File: src/rtl/tgad_pkg.sv
package tgad_pkg;

	// One byte of the file as it enters the decoder
	typedef struct packed {
		logic [7:0] data_byte;
		logic       final_byte;
	} in_item_t;

	// One decoded result
	typedef struct packed {
		logic [1:0]  result_kind;
		logic [2:0]  error_code;
		logic [7:0]  red;
		logic [7:0]  green;
		logic [7:0]  blue;
		logic [7:0]  alpha;
		logic [15:0] dest_row;
		logic [15:0] dest_column;
		logic [7:0]  run_length;
		logic [15:0] image_width;
		logic [15:0] image_height;
		logic        image_done;
	} out_item_t;

	// Parser phase
	typedef enum logic [2:0] {
		PH_HEADER,
		PH_SKIP,
		PH_PACKET,
		PH_PIXEL,
		PH_DONE,
		PH_ERROR
	} phase_t;

	// Result kinds
	localparam logic [1:0] KIND_PIXEL  = 2'd0;
	localparam logic [1:0] KIND_HEADER = 2'd1;
	localparam logic [1:0] KIND_ERROR  = 2'd2;

	// Error codes
	localparam logic [2:0] ERR_NONE     = 3'd0;
	localparam logic [2:0] ERR_TRUNC    = 3'd1;
	localparam logic [2:0] ERR_CMAP     = 3'd2;
	localparam logic [2:0] ERR_TYPE     = 3'd3;
	localparam logic [2:0] ERR_PIXSIZE  = 3'd4;
	localparam logic [2:0] ERR_ZEROSIZE = 3'd5;
	localparam logic [2:0] ERR_OVERRUN  = 3'd6;

	// Header byte offsets
	localparam logic [4:0] HDR_ID_LEN    = 5'd0;
	localparam logic [4:0] HDR_CMAP_TYPE = 5'd1;
	localparam logic [4:0] HDR_IMG_TYPE  = 5'd2;
	localparam logic [4:0] HDR_WIDTH_LO  = 5'd12;
	localparam logic [4:0] HDR_WIDTH_HI  = 5'd13;
	localparam logic [4:0] HDR_HEIGHT_LO = 5'd14;
	localparam logic [4:0] HDR_HEIGHT_HI = 5'd15;
	localparam logic [4:0] HDR_BPP       = 5'd16;
	localparam logic [4:0] HDR_DESC      = 5'd17;

	// Header field values
	localparam logic [7:0] TYPE_TRUECOLOR = 8'd2;
	localparam logic [7:0] TYPE_RLE       = 8'd10;
	localparam logic [7:0] BPP_24         = 8'd24;
	localparam logic [7:0] BPP_32         = 8'd32;
	localparam int         DESC_TOP_BIT   = 5;
	localparam int         PKT_RUN_BIT    = 7;
	localparam logic [7:0] ALPHA_OPAQUE   = 8'hff;

endpackage

File: src/rtl/tgad_in_stage.sv
// Input register: holds one byte until the decoder core takes it.
module tgad_in_stage (
	input  logic                clk,
	input  logic                arst_n,
	input  logic                in_valid,
	output logic                in_ready,
	input  tgad_pkg::in_item_t  in_data,
	input  logic                advance,
	output logic                item_valid,
	output tgad_pkg::in_item_t  item
);

	logic               valid_s1;
	tgad_pkg::in_item_t data_s1;

	// Free when empty or when the held byte moves on this cycle
	assign in_ready   = !valid_s1 || advance;
	assign item_valid = valid_s1;
	assign item       = data_s1;

	always_ff @(posedge clk or negedge arst_n) begin
		if (!arst_n) begin
			valid_s1 <= 1'b0;
		end else if (in_ready) begin
			valid_s1 <= in_valid;
		end
	end

	always_ff @(posedge clk) begin
		if (in_valid && in_ready) begin
			data_s1 <= in_data;
		end
	end

endmodule

File: src/rtl/tgad_core.sv
// Decoder state and the per-byte step: header parse, ID skip, packets, pixels.
module tgad_core (
	input  logic                clk,
	input  logic                arst_n,
	input  logic                step,
	input  tgad_pkg::in_item_t  item,
	output logic                res_valid,
	output tgad_pkg::out_item_t res
);

	tgad_pkg::phase_t phase_q, phase_n;
	logic [4:0]  hdr_idx_q, hdr_idx_n;
	logic [7:0]  id_skip_q, id_skip_n;
	logic        is_rle_q, is_rle_n;
	logic        four_bpp_q, four_bpp_n;
	logic        bottom_q, bottom_n;
	logic [15:0] width_q, width_n;
	logic [15:0] height_q, height_n;
	logic [15:0] rows_q, rows_n;
	logic [15:0] col_q, col_n;
	logic [7:0]  pkt_left_q, pkt_left_n;
	logic        pkt_run_q, pkt_run_n;
	logic [23:0] pix_q, pix_n;
	logic [1:0]  pix_idx_q, pix_idx_n;
	logic [2:0]  fault_q, fault_n;

	logic [7:0]  b;
	logic        fin;
	tgad_pkg::phase_t data_phase;
	logic [7:0]  pkt_count;
	logic [16:0] pkt_end;
	logic [23:0] pix_cur;
	logic [1:0]  last_idx;
	logic [7:0]  run_len;
	logic [16:0] col_adv;
	logic [15:0] rows_inc;
	logic [15:0] row_from_bottom;

	assign b          = item.data_byte;
	assign fin        = item.final_byte;
	assign data_phase = is_rle_q ? tgad_pkg::PH_PACKET : tgad_pkg::PH_PIXEL;
	assign pkt_count  = {1'b0, b[6:0]} + 8'd1;
	assign pkt_end    = {1'b0, col_q} + {9'd0, pkt_count};
	assign last_idx   = four_bpp_q ? 2'd3 : 2'd2;
	assign run_len    = (is_rle_q && pkt_run_q) ? pkt_left_q : 8'd1;
	assign col_adv    = {1'b0, col_q} + {9'd0, run_len};
	assign rows_inc   = rows_q + 16'd1;
	assign row_from_bottom = height_q - 16'd1 - rows_q;

	// Insert the current byte into the BGR assembly word
	always_comb begin
		pix_cur = pix_q;
		case (pix_idx_q)
			2'd0: pix_cur[7:0]   = pix_q[7:0] | b;
			2'd1: pix_cur[15:8]  = pix_q[15:8] | b;
			2'd2: pix_cur[23:16] = pix_q[23:16] | b;
			default: pix_cur = pix_q;
		endcase
	end

	// Next state and result
	always_comb begin
		phase_n    = phase_q;
		hdr_idx_n  = hdr_idx_q;
		id_skip_n  = id_skip_q;
		is_rle_n   = is_rle_q;
		four_bpp_n = four_bpp_q;
		bottom_n   = bottom_q;
		width_n    = width_q;
		height_n   = height_q;
		rows_n     = rows_q;
		col_n      = col_q;
		pkt_left_n = pkt_left_q;
		pkt_run_n  = pkt_run_q;
		pix_n      = pix_q;
		pix_idx_n  = pix_idx_q;
		fault_n    = fault_q;
		res_valid  = 1'b0;
		res        = '0;

		case (phase_q)
			tgad_pkg::PH_HEADER: begin
				// First fault seen wins
				case (hdr_idx_q)
					tgad_pkg::HDR_ID_LEN: begin
						fault_n   = tgad_pkg::ERR_NONE;
						id_skip_n = b;
					end
					tgad_pkg::HDR_CMAP_TYPE: begin
						if (b != 8'd0 && fault_n == tgad_pkg::ERR_NONE)
							fault_n = tgad_pkg::ERR_CMAP;
					end
					tgad_pkg::HDR_IMG_TYPE: begin
						if (b != tgad_pkg::TYPE_TRUECOLOR && b != tgad_pkg::TYPE_RLE &&
							fault_n == tgad_pkg::ERR_NONE)
							fault_n = tgad_pkg::ERR_TYPE;
						is_rle_n = (b == tgad_pkg::TYPE_RLE);
					end
					tgad_pkg::HDR_WIDTH_LO:  width_n[7:0]   = b;
					tgad_pkg::HDR_WIDTH_HI:  width_n[15:8]  = b;
					tgad_pkg::HDR_HEIGHT_LO: height_n[7:0]  = b;
					tgad_pkg::HDR_HEIGHT_HI: height_n[15:8] = b;
					tgad_pkg::HDR_BPP: begin
						if (b != tgad_pkg::BPP_24 && b != tgad_pkg::BPP_32 &&
							fault_n == tgad_pkg::ERR_NONE)
							fault_n = tgad_pkg::ERR_PIXSIZE;
						four_bpp_n = (b == tgad_pkg::BPP_32);
					end
					default: ;
				endcase
				if (hdr_idx_q >= tgad_pkg::HDR_DESC) begin
					bottom_n = ~b[tgad_pkg::DESC_TOP_BIT];
					if ((width_q == 16'd0 || height_q == 16'd0) &&
						fault_n == tgad_pkg::ERR_NONE)
						fault_n = tgad_pkg::ERR_ZEROSIZE;
					hdr_idx_n = 5'd0;
					res_valid = 1'b1;
					if (fault_n != tgad_pkg::ERR_NONE) begin
						res.result_kind = tgad_pkg::KIND_ERROR;
						res.error_code  = fault_n;
						phase_n         = tgad_pkg::PH_ERROR;
					end else begin
						res.result_kind  = tgad_pkg::KIND_HEADER;
						res.image_width  = width_q;
						res.image_height = height_q;
						rows_n     = 16'd0;
						col_n      = 16'd0;
						pix_n      = 24'd0;
						pix_idx_n  = 2'd0;
						pkt_left_n = 8'd0;
						pkt_run_n  = 1'b0;
						phase_n    = (id_skip_q != 8'd0) ? tgad_pkg::PH_SKIP : data_phase;
					end
				end else begin
					hdr_idx_n = hdr_idx_q + 5'd1;
				end
			end
			tgad_pkg::PH_SKIP: begin
				id_skip_n = id_skip_q - 8'd1;
				if (id_skip_n == 8'd0)
					phase_n = data_phase;
			end
			tgad_pkg::PH_PACKET: begin
				// A packet must not run past the end of the row
				if (pkt_end > {1'b0, width_q}) begin
					res_valid       = 1'b1;
					res.result_kind = tgad_pkg::KIND_ERROR;
					res.error_code  = tgad_pkg::ERR_OVERRUN;
					phase_n         = tgad_pkg::PH_ERROR;
				end else begin
					pkt_left_n = pkt_count;
					pkt_run_n  = b[tgad_pkg::PKT_RUN_BIT];
					pix_n      = 24'd0;
					pix_idx_n  = 2'd0;
					phase_n    = tgad_pkg::PH_PIXEL;
				end
			end
			tgad_pkg::PH_PIXEL: begin
				if (pix_idx_q >= last_idx) begin
					res_valid       = 1'b1;
					res.result_kind = tgad_pkg::KIND_PIXEL;
					res.red         = four_bpp_q ? pix_cur[23:16] : b;
					res.green       = pix_cur[15:8];
					res.blue        = pix_cur[7:0];
					res.alpha       = four_bpp_q ? b : tgad_pkg::ALPHA_OPAQUE;
					res.dest_row    = bottom_q ? row_from_bottom : rows_q;
					res.dest_column = col_q;
					res.run_length  = run_len;
					// Advance position; wrap to the next row at the row end
					if (col_adv >= {1'b0, width_q}) begin
						col_n  = 16'd0;
						rows_n = rows_inc;
						if (rows_inc >= height_q) begin
							phase_n        = tgad_pkg::PH_DONE;
							res.image_done = 1'b1;
						end
					end else begin
						col_n = col_adv[15:0];
					end
					pix_n     = 24'd0;
					pix_idx_n = 2'd0;
					if (is_rle_q && !res.image_done) begin
						if (pkt_run_q || pkt_left_q <= 8'd1) begin
							pkt_left_n = 8'd0;
							phase_n    = tgad_pkg::PH_PACKET;
						end else begin
							pkt_left_n = pkt_left_q - 8'd1;
						end
					end
				end else begin
					pix_n     = pix_cur;
					pix_idx_n = pix_idx_q + 2'd1;
				end
			end
			default: ;
		endcase

		// Last byte of the file: flag early end, then rearm
		if (fin) begin
			if (phase_n != tgad_pkg::PH_DONE && phase_n != tgad_pkg::PH_ERROR) begin
				res_valid       = 1'b1;
				res             = '0;
				res.result_kind = tgad_pkg::KIND_ERROR;
				res.error_code  = tgad_pkg::ERR_TRUNC;
			end
			phase_n    = tgad_pkg::PH_HEADER;
			hdr_idx_n  = 5'd0;
			id_skip_n  = 8'd0;
			is_rle_n   = 1'b0;
			four_bpp_n = 1'b0;
			bottom_n   = 1'b0;
			width_n    = 16'd0;
			height_n   = 16'd0;
			rows_n     = 16'd0;
			col_n      = 16'd0;
			pkt_left_n = 8'd0;
			pkt_run_n  = 1'b0;
			pix_n      = 24'd0;
			pix_idx_n  = 2'd0;
			fault_n    = tgad_pkg::ERR_NONE;
		end

		if (!step)
			res_valid = 1'b0;
	end

	// State registers
	always_ff @(posedge clk or negedge arst_n) begin
		if (!arst_n) begin
			phase_q    <= tgad_pkg::PH_HEADER;
			hdr_idx_q  <= 5'd0;
			id_skip_q  <= 8'd0;
			is_rle_q   <= 1'b0;
			four_bpp_q <= 1'b0;
			bottom_q   <= 1'b0;
			width_q    <= 16'd0;
			height_q   <= 16'd0;
			rows_q     <= 16'd0;
			col_q      <= 16'd0;
			pkt_left_q <= 8'd0;
			pkt_run_q  <= 1'b0;
			pix_q      <= 24'd0;
			pix_idx_q  <= 2'd0;
			fault_q    <= tgad_pkg::ERR_NONE;
		end else if (step) begin
			phase_q    <= phase_n;
			hdr_idx_q  <= hdr_idx_n;
			id_skip_q  <= id_skip_n;
			is_rle_q   <= is_rle_n;
			four_bpp_q <= four_bpp_n;
			bottom_q   <= bottom_n;
			width_q    <= width_n;
			height_q   <= height_n;
			rows_q     <= rows_n;
			col_q      <= col_n;
			pkt_left_q <= pkt_left_n;
			pkt_run_q  <= pkt_run_n;
			pix_q      <= pix_n;
			pix_idx_q  <= pix_idx_n;
			fault_q    <= fault_n;
		end
	end

endmodule

File: src/rtl/tgad_out_stage.sv
// Result register: holds a result until the consumer takes it.
module tgad_out_stage (
	input  logic                clk,
	input  logic                arst_n,
	input  logic                res_valid,
	input  tgad_pkg::out_item_t res,
	output logic                slot_free,
	output logic                out_valid,
	input  logic                out_ready,
	output tgad_pkg::out_item_t out_data
);

	logic                valid_s2;
	tgad_pkg::out_item_t data_s2;

	// The slot frees up when empty or when its result transfers this cycle
	assign slot_free = !valid_s2 || out_ready;
	assign out_valid = valid_s2;
	assign out_data  = data_s2;

	always_ff @(posedge clk or negedge arst_n) begin
		if (!arst_n) begin
			valid_s2 <= 1'b0;
		end else if (slot_free) begin
			valid_s2 <= res_valid;
		end
	end

	always_ff @(posedge clk) begin
		if (slot_free && res_valid) begin
			data_s2 <= res;
		end
	end

endmodule

File: src/rtl/tga_rle_truecolor_decoder_top.sv
// TGA true-color decoder, uncompressed and RLE, 24 or 32 bits per pixel. Feed the file one
// byte per transfer, with final_byte set on its last byte; the decoder then rearms for the
// next file. It returns one header result, then one result per pixel (or per RLE run, with
// run_length) carrying RGBA and the destination row and first column in a top-down image,
// or an error result, after which bytes are ignored until final_byte. Throughput is one
// byte per cycle while the result slot is free: each byte updates the parser state
// combinationally between the input register and the result register, which registers
// any result it yields. A byte that yields no result still takes its own step.
module tga_rle_truecolor_decoder_top (
	input  logic                clk,
	input  logic                arst_n,
	input  logic                in_valid,
	output logic                in_ready,
	input  tgad_pkg::in_item_t  in_data,
	output logic                out_valid,
	input  logic                out_ready,
	output tgad_pkg::out_item_t out_data
);

	logic                item_valid;
	tgad_pkg::in_item_t  item;
	logic                slot_free;
	logic                step;
	logic                res_valid;
	tgad_pkg::out_item_t res;

	// A byte is processed when the result slot can take whatever it produces
	assign step = item_valid && slot_free;

	tgad_in_stage u_in_stage (
		.clk        (clk),
		.arst_n     (arst_n),
		.in_valid   (in_valid),
		.in_ready   (in_ready),
		.in_data    (in_data),
		.advance    (slot_free),
		.item_valid (item_valid),
		.item       (item)
	);

	tgad_core u_core (
		.clk       (clk),
		.arst_n    (arst_n),
		.step      (step),
		.item      (item),
		.res_valid (res_valid),
		.res       (res)
	);

	tgad_out_stage u_out_stage (
		.clk       (clk),
		.arst_n    (arst_n),
		.res_valid (res_valid),
		.res       (res),
		.slot_free (slot_free),
		.out_valid (out_valid),
		.out_ready (out_ready),
		.out_data  (out_data)
	);

	// Results only come from a byte being processed
	a_res_needs_step: assert property (@(posedge clk) disable iff (!arst_n)
		res_valid |-> step)
		else $error("core result without a processed byte");

	// Input stalls only while a byte is held
	a_stall_holds_byte: assert property (@(posedge clk) disable iff (!arst_n)
		!in_ready |-> item_valid)
		else $error("input stalled with empty input register");

	// Error results always carry a code
	a_err_has_code: assert property (@(posedge clk) disable iff (!arst_n)
		(out_valid && out_data.result_kind == tgad_pkg::KIND_ERROR)
			|-> out_data.error_code != tgad_pkg::ERR_NONE)
		else $error("error result without error code");

	// Pixel results cover at least one pixel
	a_pix_len: assert property (@(posedge clk) disable iff (!arst_n)
		(out_valid && out_data.result_kind == tgad_pkg::KIND_PIXEL)
			|-> out_data.run_length != 8'd0)
		else $error("pixel result with zero run length");

endmodule
File: config.mk
export PLATFORM = sky130hd
export DESIGN_NAME = tga_rle_truecolor_decoder_top
export DESIGN_NICKNAME = d
export VERILOG_FILES = /design/src/rtl/tgad_pkg.sv /design/src/rtl/tgad_in_stage.sv /design/src/rtl/tgad_core.sv /design/src/rtl/tgad_out_stage.sv /design/src/rtl/tga_rle_truecolor_decoder_top.sv
export SDC_FILE = /design/constraint.sdc
export NUM_CORES = 1
export LEC_CHECK = 0
export CORE_MARGIN = 2
export CORE_UTILIZATION = 50
export CTS_CLUSTER_DIAMETER = 120
export DETAILED_ROUTE_END_ITERATION = 7
export DONT_BUFFER_PORTS = 1
export SLEW_MARGIN = 20
export SYNTH_ARGS = -nofsm -noshare
export SYNTH_HDL_FRONTEND = slang
export SYNTH_HIERARCHICAL = 1
export SYNTH_SLANG_ARGS = --single-unit
File: constraint.sdc
create_clock -name clk -period 5.9 [get_ports clk]
set_input_delay 0.295 -clock clk [delete_from_list [all_inputs] [get_ports clk]]
set_output_delay 0.295 -clock clk [all_outputs]
set_load 0.02 [all_outputs]
=== Yosys cells after proc, flatten, opt, wreduce, memory -nomap -nowiden ===
Index checks and enable logic that the tools add are counted.

* $lt $le $gt $ge: 6
* Reduce and logical (&&, ||, !) cells: 56
* Bitwise gates (word level): 4
* Equality and inequality tests: 27
* Add/sub/neg operators: 10
* Muxes and demuxes: 116

{| class="wikitable"
|+ Operators with widths
! kind !! count
|-
| 110-bit two-way mux || 2
|-
| 16-bit two-way mux || 13
|-
| 8-bit two-way mux || 19
|-
| 72-bit two-way mux || 2
|-
| 24-bit two-way mux || 5
|-
| 32-bit two-way mux || 3
|-
| 24-bit one-hot mux with 3 select lines || 1
|-
| 3-bit two-way mux || 22
|-
| 16-bit one-hot mux with 2 select lines || 2
|-
| 16-bit by 8-bit adder with 17-bit output || 2
|-
| 16-bit logical NOT || 2
|-
| 1-bit two-way mux || 27
|-
| 5-bit two-way mux || 5
|-
| 8-bit OR || 3
|-
| 3-bit one-hot mux with 4 select lines || 2
|-
| 8-bit one-hot mux with 3 select lines || 1
|-
| 3-bit AND reduction || 8
|-
| 5-bit by 4-bit equality test with 1-bit output (second input constant) || 4
|-
| 17-bit by 16-bit greater-or-equal comparator with 1-bit output || 1
|-
| 17-bit by 16-bit > comparator with 1-bit output || 1
|-
| 16-bit by 1-bit adder with 16-bit output (second input constant) || 1
|-
| 16-bit greater-or-equal comparator || 1
|-
| 8-bit one-hot mux with 2 select lines || 1
|-
| 2-bit nonzero test || 8
|-
| other kinds (45) || 83
|}

* Input port bits: 13
* Output and inout bits: 112
* Flip-flop bits (word level): 242

=== Logic depth before layout (Yosys ltp) ===
* Depth in word-level cells: 21
* Mapped depth: 23
* Mapped depth without buffers: 21

=== Hierarchy ===
The synthesis kept the hierarchy.

{| class="wikitable"
|+ By module, submodules not included
! module !! area each (µm²) !! cells each !! times used
|-
| tgad_core || 10,696.5 || 1,350 || 1
|-
| tgad_out_stage || 3,357.0 || 114 || 1
|-
| tgad_in_stage || 324.1 || 13 || 1
|-
| tga_rle_truecolor_decoder_top || 6.3 || 1 || 1
|}

=== Least setup slack after synthesis ===
Ideal clock, no wire load.

* Path type: reg-to-reg
* Start: register u_in_stage.data_s1 (netlist bit u_in_stage/item[1])
* End: register u_out_stage.data_s2 (netlist bit u_out_stage/out_data[0]) (enable)
* Stages on the path, launching flop included: 22
* Slack: 0.586 ns
* Path buffers: 1
* Data arrival time: 4.921 ns
* Setup time: 0.392 ns
* Path through: edfxtp_1 -> clkbuf_1 -> inv_1 -> ha_1 -> ha_1 -> a21o_1 -> a21oi_1 -> o21bai_1 -> a21oi_1 -> o21bai_1 -> a21oi_1 -> o21ai_0 -> xor2_1 -> ha_1 -> a21oi_1 -> o21ai_0 -> a21oi_1 -> a21oi_1 -> nor2_1 -> and3_1 -> a221oi_1 -> and2_4

* Cells in the longest elaborated chain, start to end: 21
* Elaborated cells between the ends (all ways): 37
* Those cells by class: add/sub (2); order compare (1); eq/ne (6); mux (17); reduce/logical (11)

{| class="wikitable"
|+ Ends and longest elaborated chain
! what !! line !! source
|-
| start: declaration || tgad_in_stage.sv:14 || <nowiki>tgad_pkg::in_item_t data_s1;</nowiki>
|-
| start signal: assignment || tgad_in_stage.sv:31 || <nowiki>data_s1 <= in_data;</nowiki>
|-
| branches (longest 18 deep; another with 16-bit by 8-bit adder with 17-bit output) || n/a ||
|-
| 1-bit two-way mux (*) || tgad_core.sv:199 || <nowiki>if (fin) begin</nowiki>
|-
| 1-bit two-way mux (*) || tgad_core.sv:223 || <nowiki>if (!step)</nowiki>
|-
| named net res_valid || tga_rle_truecolor_decoder_top.sv:24 || <nowiki>logic res_valid;</nowiki>
|-
| 1-bit logical AND (*) || tgad_out_stage.sv:30 || <nowiki>if (slot_free && res_valid) begin</nowiki>
|-
| end signal: assignment || tgad_out_stage.sv:31 || <nowiki>data_s2 <= res;</nowiki>
|-
| end: declaration || tgad_out_stage.sv:14 || <nowiki>tgad_pkg::out_item_t data_s2;</nowiki>
|}

Mark *: on every way through the listed nets, which the timed path passes. The select of a mux whose other input is x is not followed.
A chain may end at the register's enable or synchronous reset.

==> results.ini <==
[min_path]
hold_path.class=input pin to flip-flop

[route]
antenna_left=0
route.met2.wl_mm=17.3
routed_wl_mm=38.4
wl_met1_mm=18.2
drt_iter0_markers=1058
top_layer=met4
drc_errors=0
via_count=11200
wl_per_cell_um=20.6
dr.pass1.iters=5
viasPerCell=6.01
wl_met3_mm=1.92

[clocking]
cts.sinks=242
cts_made_buffers=27
clockBufferDepth=3
h-tree-depth=1
clkSlewWorstSetupHoldPaths_ps=60
cts_tree=built
clockRootBuffer=clkbuf_16
insertion_delay_ps=540

[power]
p_sw_share_pct=40.6
irDropWorstVdd_mv=0.250
combPwrFrac_pct=38.8
power_density_nw_per_um2=420
p_total_mw=6.64
total_leakage_power_nw=6.35
clkPwrFrac_pct=23.0
p_sw_mw=2.69
internal_power_mw=3.95
seqPwrFrac_pct=38.2

[cells_and_area]
final_cell_mix=136 x nand2_1, 121 x dfrtp_1, 119 x edfxtp_1, 93 x ha_1, 89 x nor2_1
layout_commonest_cell=nand2_1
area_growth_syn_to_layout_pct=9.86
drive_gt1_share_pct=8.09
fin_nets=1572
n_fill_cell=2591

[worst_setup_path]
critPathSlowestCell=dfrtp_2
path_buf_inv=1
path_delay_family=simple AND/OR/NAND/NOR gates
crit_chain=and2_1 > nand2_1 > ha_1 > fa_1 > maj3_1 > and3_1 > a311o_1 > a2bb2oi_2 > a21boi_1 > nor2_1 > nor2_1 > xor2_1 > ha_1 > nand4_1 > nor4_1 > o21ai_0 > a32oi_2 > o21ai_1 > and4_1 > buf_4 > nor4_1
worst-path-max-fanout=33
crit_required_ps=6220
cp-end-kind=flip-flop
start_kind=flip-flop
critPathKind=flip-flop to flip-flop
cp.arrival_ps=5860
crit_path_max_incr_delay_ps=460

[yosys]
syn_avg_cell_area_um2=9.73
synth-edff-count=119
synth.distinct_cells=77
syn_area_um2=14400
async_reset_ff_share_pct=50.8
synth_area_leader_cell=edfxtp_1
synth_area_leaders=edfxtp_1 25%, dfrtp_1 21%, ha_1 8.1%
ys_warn_count=6
synth_seq_area_share_pct=46.2
ys.flop_type=dfrtp_1
syn_nets=1587
ys_ff_latch=242
synthCells=1478
synth_top_area_share_pct=24.8

[sta]
fin_crit_ps=5540
fin_ws_ps=358
max_freq_mhz=180
finalSetupViolCount=0
finalHoldViolCount=0
fin_skew_ps=16.0
slew_headroom_pct=40.3
drv_slew=0
rsz0062_at_grt=yes
min_period_over_period_pct=93.9
tightest_slew_ps=893

[floorplanning]
rows=62
die_w_um=174
pin_count=125
die_area_um2=30100
die_height_um=174
start_util_pct=50.4
core_um2=28500

[placement]
dp_hpwl_mm=26.6
place.gp.congestion=0.918
dp_slack_ps=35.2
io_buffers=0

[grt]
grt_overflow=0
antenna_found_initial=0
grt_pass1_vias=10600
grt_max_degree=124
grt_pass1_wl_mm=61.2
grtUsageTotal_pct=25.3

[status]
status=finished clean

[run]
max-cap-violations=0

sequential cells by signal (all words and copies together), names as in the netlist:
name	count
u_out_stage/out_data	110
u_core/four_bpp_q	1
u_core/height_q	16
u_core/fault_q	3
u_core/rows_q	16
u_core/hdr_idx_q	5
u_core/phase_q	3
u_core/width_q	16
u_in_stage/item	9
u_core/id_skip_q	8
u_core/is_rle_q	1
u_in_stage/item_valid	1
u_core/pkt_left_q	8
u_core/pkt_run_q	1
u_core/bottom_q	1
u_core/pix_q	24
u_core/pix_idx_q	2
u_core/col_q	16
u_out_stage/out_valid	1
metrics by stage:
| stage | cells | hold WS (ps) | TNS, ps | cell area, µm² | utilization [%] |
|---|---|---|---|---|---|
| global route | 1867 | 51.4 | -347 | 15800 | 55.3 |
| CTS | 1863 | 40.7 | 0 | 15700 | 55.1 |
| global placement | 1802 | 3.48 | 0 | 14800 | 51.8 |
| detailed placement | 1802 | 3.41 | 0 | 14800 | 51.8 |
| finish | 1868 | 56.8 | 0 | 15800 | 55.4 |
| floorplan | 1478 | -0.591 | 0 | 14400 | - |
worst paths after layout:
kind	from	to	slack (ps)	depth (start not counted)
worst min-delay path	out_ready	u_out_stage/out_valid	60	2
worst max-delay path	u_core/pkt_run_q	u_out_stage/out_data[6]	360	21
worst min register to register	u_core/pix_idx_q[0]	u_core/pix_idx_q[0]	490	1
min in group asynchronous	arst_n	u_core/rows_q[12]	410	2
worst max register to register	u_core/pkt_run_q	u_out_stage/out_data[6]	360	21
max in group asynchronous	arst_n	u_core/pkt_run_q	4820	2
cells by family after synthesis:
group,Yosys count,synth area share [%]
xor+xnor,68,4.14
compound gates,335,15.4
fa+ha+maj,99,8.72
flops,242,46.2
buf+inv,177,4.83
mux,24,1.77
simple gates,533,18.9
cells in the mapped netlist (12+ instances only):
cell,count
nand3_1,41
nor2b_1,22
xnor2_1,46
edfxtp_1,119
inv_1,81
mux2i_1,12
a21o_1,20
nor4_1,47
a21oi_1,73
a41oi_1,25
nor2_1,89
and3_1,29
a22oi_1,12
mux2_2,12
nand4_1,15
ha_1,93
o21ai_0,88
nand2_1,137
clkbuf_1,69
nor3b_1,20
dfrtp_1,123
buf_2,24
xor2_1,22
nor3_1,84
o211ai_1,12
power by group through the flow:
stage / registers (mW) / logic (mW) / clock network [mW]
detailed placement: 2.56 / 2.50 / 0
floorplan: 2.40 / 1.96 / 0
finish: 2.53 / 2.57 / 1.53
CTS: 2.53 / 2.54 / 1.57
global route: 2.58 / 2.88 / 1.65
global placement: 2.56 / 2.49 / 0
routing by layer:
metal  vias to the layer above  GRT usage [%]
met2                       362           39.0
met3                        52           3.20
li1                       5378              -
met4                         0           6.83
met5                         -              0
met1                      5440           37.7
layout make-up:
type	count	area, µm²	area share, %
repair buffers	51	492	3.11
flip-flops and latches	242	6650	42.1
diodes	1	2.50	0.0158
inverters	82	308	1.95
clock inverters	9	51.3	0.325
clock buffers	40	744	4.71
multi-input cells	1059	7070	44.7
well taps	384	480	3.04
timing repair:
action | 4_1_cts | 5_1_grt
gates resized for setup | 1 | 11
hold buffers | 12 | 0
setup buffers | 0 | 4
endpoints found under the hold margin | 133 | 0
cloned | 0 | 0
pin swaps | 0 | 2
setup endpoints to repair | 1 | 256
(Power assumes the default switching activity.)
